--- config.mk ---
export PLATFORM = sky130hd
export DESIGN_NAME = replication_quorum_filter_flat
export DESIGN_NICKNAME = d
export VERILOG_FILES = /design/src/hdl/rqf_pkg.sv /design/src/hdl/rqf_req_if.sv /design/src/hdl/rqf_rsp_if.sv /design/src/hdl/replication_quorum_filter.sv /design/src/flat_wrapper.sv
export SDC_FILE = /design/constraint.sdc
export NUM_CORES = 2
export LEC_CHECK = 0
export BUFFER_PORTS_ARGS = -buffer_cell sky130_fd_sc_hd__clkbuf_2
export CORE_MARGIN = 10
export CORE_UTILIZATION = 35
export CTS_BUF_LIST = sky130_fd_sc_hd__clkbuf_16
export DETAILED_ROUTE_END_ITERATION = 7
export SYNTH_ARGS = -nofsm -noshare
export SYNTH_HDL_FRONTEND = slang
export SYNTH_MEMORY_MAX_BITS = 65536
export SYNTH_SLANG_ARGS = --single-unit
--- constraint.sdc ---
create_clock -name clk -period 9.3 [get_ports clk]
set_input_delay 1.86 -clock clk [delete_from_list [all_inputs] [get_ports clk]]
set_output_delay 1.86 -clock clk [all_outputs]
set_load 0.1 [all_outputs]
--- src/hdl/rqf_pkg.sv ---
`timescale 1ns / 1ps
// ----------------------------------------------------------------------------
// rqf_pkg
// shared types, codes and sizes for the replication quorum filter
// ----------------------------------------------------------------------------
package rqf_pkg;

    // slot table and replica group sizes
    localparam int SLOTS        = 64;
    localparam int MAX_REPLICAS = 8;
    localparam int SLOT_W       = $clog2(SLOTS);
    localparam int CNT_W        = $clog2(MAX_REPLICAS + 1);
    localparam int CMP_W        = 6;

    // field widths
    localparam int CMD_W  = 2;
    localparam int VIEW_W = 31;
    localparam int SEQ_W  = 32;
    localparam int REP_W  = 5;
    localparam int VERD_W = 2;
    localparam int QS_W   = 4;

    // configuration bus
    localparam int PADDR_W = 4;
    localparam int PDATA_W = 32;

    // command codes
    localparam logic [CMD_W-1:0] CMD_OUT_PREP = 2'd0;
    localparam logic [CMD_W-1:0] CMD_IN_PREP  = 2'd1;
    localparam logic [CMD_W-1:0] CMD_PREP_OK  = 2'd2;

    // verdict codes
    localparam logic [VERD_W-1:0] VERDICT_PASS    = 2'd0;
    localparam logic [VERD_W-1:0] VERDICT_DROP    = 2'd1;
    localparam logic [VERD_W-1:0] VERDICT_DELIVER = 2'd2;

    // register byte addresses
    localparam logic [PADDR_W-1:0] ADDR_NORMAL_MODE    = 4'h0;
    localparam logic [PADDR_W-1:0] ADDR_CURRENT_VIEW   = 4'h4;
    localparam logic [PADDR_W-1:0] ADDR_QUORUM_MEMBERS = 4'h8;

    // register reset values
    localparam logic              RST_NORMAL_MODE    = 1'b1;
    localparam logic [VIEW_W-1:0] RST_CURRENT_VIEW   = '0;
    localparam logic [QS_W-1:0]   RST_QUORUM_MEMBERS = 4'd2;

    typedef struct packed {
        logic [VIEW_W-1:0]       view;
        logic [SEQ_W-1:0]        seq;
        logic [MAX_REPLICAS-1:0] votes;
        logic                    done;
    } slot_entry_t;

    // a slot that was never written reads as free to arm
    localparam slot_entry_t SLOT_RESET = '{view: '0, seq: '0, votes: '0, done: 1'b1};

endpackage

--- src/hdl/rqf_req_if.sv ---
`timescale 1ns / 1ps
// ----------------------------------------------------------------------------
// rqf_req_if
// request channel carrying one protocol message per beat
// ----------------------------------------------------------------------------
interface rqf_req_if;
    import rqf_pkg::*;

    logic              valid;
    logic              ready;
    logic [CMD_W-1:0]  cmd;
    logic [VIEW_W-1:0] view;
    logic [SEQ_W-1:0]  seq;
    logic [SEQ_W-1:0]  batch_start;
    logic [REP_W-1:0]  replica_index;

    modport source (
        output valid, cmd, view, seq, batch_start, replica_index,
        input  ready
    );

    modport sink (
        input  valid, cmd, view, seq, batch_start, replica_index,
        output ready
    );

endinterface

--- src/hdl/rqf_rsp_if.sv ---
`timescale 1ns / 1ps
// ----------------------------------------------------------------------------
// rqf_rsp_if
// response channel carrying one filter verdict per beat
// ----------------------------------------------------------------------------
interface rqf_rsp_if;
    import rqf_pkg::*;

    logic              valid;
    logic              ready;
    logic [VERD_W-1:0] verdict;
    logic              quorum_now;
    logic [SEQ_W-1:0]  last_op_out;

    modport source (
        output valid, verdict, quorum_now, last_op_out,
        input  ready
    );

    modport sink (
        input  valid, verdict, quorum_now, last_op_out,
        output ready
    );

endinterface

--- src/hdl/replication_quorum_filter.sv ---
`timescale 1ns / 1ps
// ----------------------------------------------------------------------------
// replication_quorum_filter
// fast-path prepare / prepare-ok filter around a slot table in block memory
// ----------------------------------------------------------------------------
// usage
//   req : one message per beat (cmd, view, seq, batch_start, replica_index)
//   rsp : one verdict per message (verdict, quorum_now, last_op_out)
//   apb : normal_mode at 0x0, current_view at 0x4, quorum_members at 0x8;
//         pready is tied high, reads return the register value
// sequencing
//   a message is taken only in the idle state; its slot is read into a
//   register on accept, and it is resolved and written back once the
//   response register is free, which then registers its verdict; the
//   next message is not taken before the last one has been resolved
// reset
//   last_op and the registers return to their reset values; the slot valid
//   bits are cleared, so every slot reads as free to arm straight away
// back-pressure
//   while rsp stalls, one further message is taken and held after its read
//   until the response register frees; req then stays low
// ----------------------------------------------------------------------------
module replication_quorum_filter (
    input  logic                       clk,
    input  logic                       rst_n,
    rqf_req_if.sink                    req,
    rqf_rsp_if.source                  rsp,
    input  logic                       psel,
    input  logic                       penable,
    input  logic                       pwrite,
    input  logic [rqf_pkg::PADDR_W-1:0] paddr,
    input  logic [rqf_pkg::PDATA_W-1:0] pwdata,
    output logic [rqf_pkg::PDATA_W-1:0] prdata,
    output logic                       pready
);
    import rqf_pkg::*;

    localparam logic S_IDLE = 1'b0;
    localparam logic S_EXEC = 1'b1;

    // configuration registers
    logic              normal_mode_reg;
    logic [VIEW_W-1:0] current_view_reg;
    logic [QS_W-1:0]   quorum_members_reg;
    logic              cfg_write;

    // control
    logic state_reg, state_next;
    logic req_fire;
    logic exec_fire;

    // message held across the read
    logic [CMD_W-1:0]  cmd_reg;
    logic [VIEW_W-1:0] view_reg;
    logic [SEQ_W-1:0]  seq_reg;
    logic [SEQ_W-1:0]  batch_reg;
    logic [REP_W-1:0]  rep_reg;

    // slot memory
    slot_entry_t       slot_mem [SLOTS];
    logic [SLOTS-1:0]  slot_valid_reg;
    slot_entry_t       rd_entry_reg;
    logic              rd_valid_reg;
    slot_entry_t       cur_entry;
    slot_entry_t       wr_entry;
    logic              wr_en;
    logic [SLOT_W-1:0] wr_addr;

    // resolve
    logic [SEQ_W-1:0]        last_op_reg, last_op_next;
    logic [VERD_W-1:0]       verdict;
    logic                    qnow;
    logic                    slot_match;
    logic [MAX_REPLICAS-1:0] votes_upd;
    logic [CMP_W-1:0]        vote_count;
    logic [CMP_W-1:0]        vote_target;

    // response register
    logic              out_valid_reg, out_valid_next;
    logic [VERD_W-1:0] out_verdict_reg;
    logic              out_qnow_reg;
    logic [SEQ_W-1:0]  out_last_op_reg;

    function automatic logic [CNT_W-1:0] popcount(input logic [MAX_REPLICAS-1:0] v);
        logic [CNT_W-1:0] cnt;
        cnt = '0;
        for (int i = 0; i < MAX_REPLICAS; i++)
        begin
            cnt = cnt + CNT_W'(v[i]);
        end
        return cnt;
    endfunction

    // ------------------------------------------------------------------
    // configuration port
    // ------------------------------------------------------------------
    assign pready    = 1'b1;
    assign cfg_write = psel && penable && pwrite && pready;

    always_ff @(posedge clk or negedge rst_n)
    begin
        if (!rst_n)
        begin
            normal_mode_reg    <= RST_NORMAL_MODE;
            current_view_reg   <= RST_CURRENT_VIEW;
            quorum_members_reg <= RST_QUORUM_MEMBERS;
        end
        else if (cfg_write)
        begin
            unique case (paddr)
                ADDR_NORMAL_MODE:    normal_mode_reg    <= pwdata[0];
                ADDR_CURRENT_VIEW:   current_view_reg   <= pwdata[VIEW_W-1:0];
                ADDR_QUORUM_MEMBERS: quorum_members_reg <= pwdata[QS_W-1:0];
                default: ;
            endcase
        end
    end

    always_comb
    begin
        unique case (paddr)
            ADDR_NORMAL_MODE:    prdata = {{(PDATA_W-1){1'b0}}, normal_mode_reg};
            ADDR_CURRENT_VIEW:   prdata = {{(PDATA_W-VIEW_W){1'b0}}, current_view_reg};
            ADDR_QUORUM_MEMBERS: prdata = {{(PDATA_W-QS_W){1'b0}}, quorum_members_reg};
            default:             prdata = '0;
        endcase
    end

    // ------------------------------------------------------------------
    // sequencing: take a message, read its slot, then resolve once the
    // response register is free
    // ------------------------------------------------------------------
    assign req.ready = (state_reg == S_IDLE);
    assign req_fire  = req.valid && req.ready;
    assign exec_fire = (state_reg == S_EXEC) && (!out_valid_reg || rsp.ready);

    always_comb
    begin
        state_next = state_reg;
        unique case (state_reg)
            S_IDLE: if (req_fire) state_next = S_EXEC;
            S_EXEC: if (exec_fire) state_next = S_IDLE;
            default: state_next = S_IDLE;
        endcase
    end

    always_ff @(posedge clk or negedge rst_n)
    begin
        if (!rst_n)
        begin
            state_reg <= S_IDLE;
        end
        else
        begin
            state_reg <= state_next;
        end
    end

    always_ff @(posedge clk)
    begin
        if (req_fire)
        begin
            cmd_reg   <= req.cmd;
            view_reg  <= req.view;
            seq_reg   <= req.seq;
            batch_reg <= req.batch_start;
            rep_reg   <= req.replica_index;
        end
    end

    // ------------------------------------------------------------------
    // slot memory: read on accept, write back on resolve; the write of one
    // message always lands before the read of the next, so no forwarding
    // ------------------------------------------------------------------
    always_ff @(posedge clk)
    begin
        if (wr_en)
        begin
            slot_mem[wr_addr] <= wr_entry;
        end
        if (req_fire)
        begin
            rd_entry_reg <= slot_mem[req.seq[SLOT_W-1:0]];
        end
    end

    // per-slot valid bits stand in for a clearing pass after reset
    always_ff @(posedge clk or negedge rst_n)
    begin
        if (!rst_n)
        begin
            slot_valid_reg <= '0;
            rd_valid_reg   <= 1'b0;
        end
        else
        begin
            if (wr_en)
            begin
                slot_valid_reg[wr_addr] <= 1'b1;
            end
            if (req_fire)
            begin
                rd_valid_reg <= slot_valid_reg[req.seq[SLOT_W-1:0]];
            end
        end
    end

    assign cur_entry = rd_valid_reg ? rd_entry_reg : SLOT_RESET;
    assign wr_addr   = seq_reg[SLOT_W-1:0];

    // ------------------------------------------------------------------
    // resolve
    // ------------------------------------------------------------------
    assign slot_match = (cur_entry.view == view_reg) && (cur_entry.seq == seq_reg);

    // out-of-range replica indexes set no bit
    always_comb
    begin
        for (int i = 0; i < MAX_REPLICAS; i++)
        begin
            votes_upd[i] = cur_entry.votes[i] || (rep_reg == REP_W'(i));
        end
    end

    assign vote_count  = CMP_W'(popcount(votes_upd));
    assign vote_target = CMP_W'(quorum_members_reg) - CMP_W'(1);

    always_comb
    begin
        verdict      = VERDICT_PASS;
        qnow         = 1'b0;
        last_op_next = last_op_reg;
        wr_en        = 1'b0;
        wr_entry     = cur_entry;
        case (cmd_reg)
            CMD_OUT_PREP:
            begin
                // re-arm a done slot for a new view or sequence
                if (cur_entry.done && !slot_match)
                begin
                    wr_en          = exec_fire;
                    wr_entry.view  = view_reg;
                    wr_entry.seq   = seq_reg;
                    wr_entry.votes = '0;
                end
            end
            CMD_IN_PREP:
            begin
                if (!normal_mode_reg)
                begin
                    verdict = VERDICT_PASS;
                end
                else if ((view_reg < current_view_reg) || (seq_reg <= last_op_reg))
                begin
                    verdict = VERDICT_DROP;
                end
                else if (view_reg > current_view_reg)
                begin
                    verdict = VERDICT_PASS;
                end
                else if ({1'b0, batch_reg} > ({1'b0, last_op_reg} + (SEQ_W+1)'(1)))
                begin
                    // batch gap
                    verdict = VERDICT_PASS;
                end
                else
                begin
                    verdict      = VERDICT_DELIVER;
                    last_op_next = seq_reg;
                end
            end
            CMD_PREP_OK:
            begin
                if (slot_match)
                begin
                    wr_en          = exec_fire;
                    wr_entry.votes = votes_upd;
                    if ((quorum_members_reg != '0) && (vote_count == vote_target))
                    begin
                        wr_entry.done = 1'b1;
                        qnow          = 1'b1;
                        verdict       = VERDICT_PASS;
                        if (last_op_reg < seq_reg)
                        begin
                            last_op_next = seq_reg;
                        end
                    end
                    else
                    begin
                        verdict = VERDICT_DROP;
                    end
                end
            end
            default: ;
        endcase
    end

    always_ff @(posedge clk or negedge rst_n)
    begin
        if (!rst_n)
        begin
            last_op_reg <= '0;
        end
        else if (exec_fire)
        begin
            last_op_reg <= last_op_next;
        end
    end

    // ------------------------------------------------------------------
    // response register
    // ------------------------------------------------------------------
    always_comb
    begin
        out_valid_next = out_valid_reg;
        if (exec_fire)
        begin
            out_valid_next = 1'b1;
        end
        else if (rsp.ready)
        begin
            out_valid_next = 1'b0;
        end
    end

    always_ff @(posedge clk or negedge rst_n)
    begin
        if (!rst_n)
        begin
            out_valid_reg <= 1'b0;
        end
        else
        begin
            out_valid_reg <= out_valid_next;
        end
    end

    always_ff @(posedge clk)
    begin
        if (exec_fire)
        begin
            out_verdict_reg <= verdict;
            out_qnow_reg    <= qnow;
            out_last_op_reg <= last_op_next;
        end
    end

    assign rsp.valid       = out_valid_reg;
    assign rsp.verdict     = out_verdict_reg;
    assign rsp.quorum_now  = out_qnow_reg;
    assign rsp.last_op_out = out_last_op_reg;

    // ------------------------------------------------------------------
    // assertions
    // ------------------------------------------------------------------
    a_rsp_after_exec: assert property (@(posedge clk) disable iff (!rst_n)
        $rose(rsp.valid) |-> $past(state_reg == S_EXEC))
        else $error("response raised without a resolve cycle");

    a_qnow_pass: assert property (@(posedge clk) disable iff (!rst_n)
        (rsp.valid && rsp.quorum_now) |-> (rsp.verdict == VERDICT_PASS))
        else $error("completing vote not passed");

    a_last_op_monotonic: assert property (@(posedge clk) disable iff (!rst_n)
        $past(rst_n) |-> (last_op_reg >= $past(last_op_reg)))
        else $error("last_op went backwards");

    a_no_write_idle: assert property (@(posedge clk) disable iff (!rst_n)
        wr_en |-> (state_reg == S_EXEC) && !req_fire)
        else $error("slot write outside resolve cycle");

endmodule

--- src/flat_wrapper.sv ---
// flat-port wrapper written by rule: the top's interface ports become plain ports
module replication_quorum_filter_flat import rqf_pkg::*;
  (clk, rst_n, psel, penable, pwrite, paddr, pwdata, prdata, pready, req_valid, req_cmd, req_view, req_seq, req_batch_start, req_replica_index, req_ready, rsp_valid, rsp_verdict, rsp_quorum_now, rsp_last_op_out, rsp_ready);
  rqf_req_if req_i ();
  rqf_rsp_if rsp_i ();
  input  logic clk;
  input  logic rst_n;
  input  logic psel;
  input  logic penable;
  input  logic pwrite;
  input  logic [rqf_pkg::PADDR_W-1:0] paddr;
  input  logic [rqf_pkg::PDATA_W-1:0] pwdata;
  output logic [rqf_pkg::PDATA_W-1:0] prdata;
  output logic pready;
  input wire logic [$bits(req_i.valid)-1:0] req_valid;
  input wire logic [$bits(req_i.cmd)-1:0] req_cmd;
  input wire logic [$bits(req_i.view)-1:0] req_view;
  input wire logic [$bits(req_i.seq)-1:0] req_seq;
  input wire logic [$bits(req_i.batch_start)-1:0] req_batch_start;
  input wire logic [$bits(req_i.replica_index)-1:0] req_replica_index;
  output wire logic [$bits(req_i.ready)-1:0] req_ready;
  output wire logic [$bits(rsp_i.valid)-1:0] rsp_valid;
  output wire logic [$bits(rsp_i.verdict)-1:0] rsp_verdict;
  output wire logic [$bits(rsp_i.quorum_now)-1:0] rsp_quorum_now;
  output wire logic [$bits(rsp_i.last_op_out)-1:0] rsp_last_op_out;
  input wire logic [$bits(rsp_i.ready)-1:0] rsp_ready;
  assign req_i.valid = req_valid;
  assign req_i.cmd = req_cmd;
  assign req_i.view = req_view;
  assign req_i.seq = req_seq;
  assign req_i.batch_start = req_batch_start;
  assign req_i.replica_index = req_replica_index;
  assign req_ready = req_i.ready;
  assign rsp_valid = rsp_i.valid;
  assign rsp_verdict = rsp_i.verdict;
  assign rsp_quorum_now = rsp_i.quorum_now;
  assign rsp_last_op_out = rsp_i.last_op_out;
  assign rsp_i.ready = rsp_ready;
  replication_quorum_filter u_core (.clk(clk), .rst_n(rst_n), .req(req_i), .rsp(rsp_i), .psel(psel), .penable(penable), .pwrite(pwrite), .paddr(paddr), .pwdata(pwdata), .prdata(prdata), .pready(pready));
endmodule
==> summary.md <==
| Metric | Value |
|---|---|
| TritonCTS buffer count | 525 |
| Final Setup Violations | 0 |
| VDD IR-drop max | 0.000193 V |
| Data arrival, critical path | 7930 ps |
| Final Critical Period | 7230 ps |
| Root buf cell | clkbuf_16 |
| Ys async rst share | 0.0273 |
| Placed Cells | 15,500 |
| Max-slew headroom | 0.118 |
| Post-route DRC | 0 |
| Initial antenna violation count | 41 |
| Post-synth EDFFs | 4,817 |
| Dpl hpwl | 316 mm |
| Final nets | 9,033 |
| Syn nets | 8,433 |
| CP peak stage delay | 980 ps |
| Vias per std cell | 5.81 |
| Drt initial violations | 14,400 |
| Area delta synth->final | 15.0% |
| CP Max Fanout | 86 |
| Share of cells above drive strength 1 | 0.323 |
| Synth Flop Type | edfxtp_1 |
| Top cell type's share of synthesized area | 0.752 |
| Post-Synthesis Cells | 8,181 |
| Critical path class | flop to flop |
| DIE AREA | 580,000 µm² |
| # Max-Cap Violations | 0 |
| Clk sinks | 4,952 |
| Final max-slew violation count | 0 |
| Status | finished clean |
| Initial Utilization | 0.351 |
| Leakage | 70.4 nW |
| Final Cell Area | 221,000 µm² |
| Routed WL | 579 mm |
| Data required, critical path | 10,000 ps |
| Post-synth top area cell | edfxtp_1 |
| Ports | 215 |
| First-pass GRT wire length | 790 mm |
| Final cell count without fillers | 16,500 |
| Terminus of the critical flop-to-flop path | u_core.slot_mem[60][61] |
| Actual slew at the worst max-slew pin | 1320 ps |
| Clk slew on worst S/H paths | 70 ps |
| Vias in the first global route | 95,600 |
| Die Wd | 761 µm |
| ANT nets after route | 0 |
| DR pass1 iterations | 6 |
| Pwr Density | 231 nW/µm² |
| FF-to-FF path depth | 10 |
| Fmax | 0.138 GHz |
| Total negative slack | 0 ps |
| Port Buf Inserts | 211 |
| Overflow after GRT | 0 |
| Largest delay share family, worst path | simple AND/OR/NAND/NOR gates |
| Wire per inst | 35.1 µm |
| Longest Clk Path Bufs | 4 |
| RSZ-0062 raised after global routing | false |
| CP startpoint kind | flop |
| Flop2flop setup slack | 2070 ps |
| GP Congestion | 0.866 |
| Yosys warns | 0 |
| Die Height | 761 µm |
| Max stage delay cell, worst path | and3_4 |
| Cts hold-fix bufs | 0 |
| Pin count of the biggest net entering global routing | 144 |
| CP Cell Sequence | buf_12, inv_1, o41ai_1, o22ai_1, nor4_4, nand3_1, a21bo_2, buf_4, and3_4, buf_4 |
| Mapped cell area | 192,000 µm² |
| H-tree lvl count | 6 |
| Ranking of synthesized cells by area | edfxtp_1 (75%), mux4_2 (18%), dfrtp_1 (1.7%) |
| Area after DPL | 205,000 µm² |
| Crit path from | u_core.rd_valid_reg |
| Most common cell on crit path | buf_4 |
| Clk Latency, worst-skew pair | 1100 ps |
| Final hold slack | 463 ps |
| Postcts setup bufs | 0 |
| TritonCTS clock tree | yes |
| Max reg flops | 4,608 |
| Worst hold stages | 1 |
| Count of state elements after synthesis | 4,952 |
| CP endpoint | u_core.slot_mem[60][61] |
| Row count | 272 |
| Final hold vios | 0 |
| PostCTS Resize Cnt | 0 |
| Reg2reg start | u_core.rd_valid_reg |
| Syn_area_per_cell | 23.5 µm² |
| WP depth | 10 |
| Post-synth cell types | 72 |
| Crit end category | flop |
| Most common cell after layout, fill and taps aside | edfxtp_1 |
| Max Clock Skew | 77.5 ps |
| Most frequent cells in the layout | edfxtp_1 (4,817), mux4_2 (1,533), clkbuf_16 (537), buf_4 (250), inv_1 (224) |
| Hold Crit Class | flop to flop |
| Via count | 95,700 |
| Tcrit/Tclk final | 0.777 |
| Buf/Inv on CP | 4 |
| Tot GR Track Use | 0.193 |
| Seq/Total Area, Yosys | 0.770 |
| Core area | 548,000 µm² |
==> logic make-up (layout without fill, tap and decap cells) <==
logic type      after synthesis  count (layout)  share of synthesized area
flops                      4952            4952                      0.770
mux                        1538            1538                      0.180
simple gates                577             577                     0.0147
buf+inv                     541            1551                     0.0112
compound gates              406             406                     0.0149
fa+ha+maj                   107             107                    0.00712
xor+xnor                     58              58                    0.00264
other cells                   2              21                  0.0000390
==> power breakdown <==
part / switching (mW) / internal [mW]
Sequential: 0.581 / 25.8
Combinational: 3.33 / 1.25
Clock: 8.76 / 11.3
==> worst min-delay path by stage <==
| stage | start | end | slack (ps) |
|---|---|---|---|
| global route | u_core.slot_valid_reg[10] | u_core.slot_valid_reg[10] | 470 |
| global placement | u_core.slot_valid_reg[10] | u_core.slot_valid_reg[10] | 440 |
| CTS | u_core.slot_valid_reg[10] | u_core.slot_valid_reg[10] | 460 |
| detailed placement | u_core.slot_valid_reg[10] | u_core.slot_valid_reg[10] | 450 |
| finish | u_core.slot_valid_reg[10] | u_core.slot_valid_reg[10] | 460 |
| floorplan | u_core.slot_valid_reg[26] | u_core.slot_valid_reg[26] | 430 |
==> cell usage after synthesis, types with 5 or more instances <==
library cell and instances:
edfxtp_1 4817, mux4_2 1533, clkbuf_1 317, nand2_1 219, dfrtp_1 133, o21ai_0 123
ha_1 103, inv_1 96, buf_1 89, nor3_1 82, nor2_1 65, a31o_2 60
a21oi_1 51, and3_1 51, nand3_1 50, xor2_1 40, a32o_1 37, a22o_1 32
nand4_1 31, o22ai_1 28, buf_2 24, xnor2_1 18, nand4b_1 17, nor2b_1 12
buf_6 11, nor4_1 11, a31o_1 8, and4_1 8, nand2b_1 8, o31ai_1 8
a211oi_1 7, a22oi_1 6, o21a_1 5
==> layout make-up <==
| type | instances | area, µm² |
|---|---|---|
| diodes | 19 | 47.5 |
| clock buffers | 537 | 13400 |
| clock inverters | 400 | 3000 |
| fillers | 47100 | 327000 |
| inverters | 96 | 363 |
| multi-input cells | 2688 | 43100 |
| flip-flops and latches | 4952 | 148000 |
| well taps | 7261 | 9080 |
| repair buffers | 518 | 4150 |
==> per-layer routing <==
metal	up-vias	global-route usage	wire [µm]
met5	-	0	86
met4	12	0.0806	27000
met3	1115	0.0528	64500
met2	5709	0.302	270000
met1	52300	0.256	217000
li1	36500	-	-
==> stage by stage <==
| stage | power [mW] | util | setup WS (ps) |
|---|---|---|---|
| after floorplan | 29.4 | - | 904 |
| after global routing | 52.5 | 0.403 | 2110 |
| after detailed placement | 31.4 | 0.373 | 2330 |
| final | 51.1 | 0.404 | 2070 |
| after CTS | 51.3 | 0.403 | 2300 |
| after global placement | 31.2 | 0.373 | 2360 |
No activity file was read; power rests on OpenSTA's default activity.
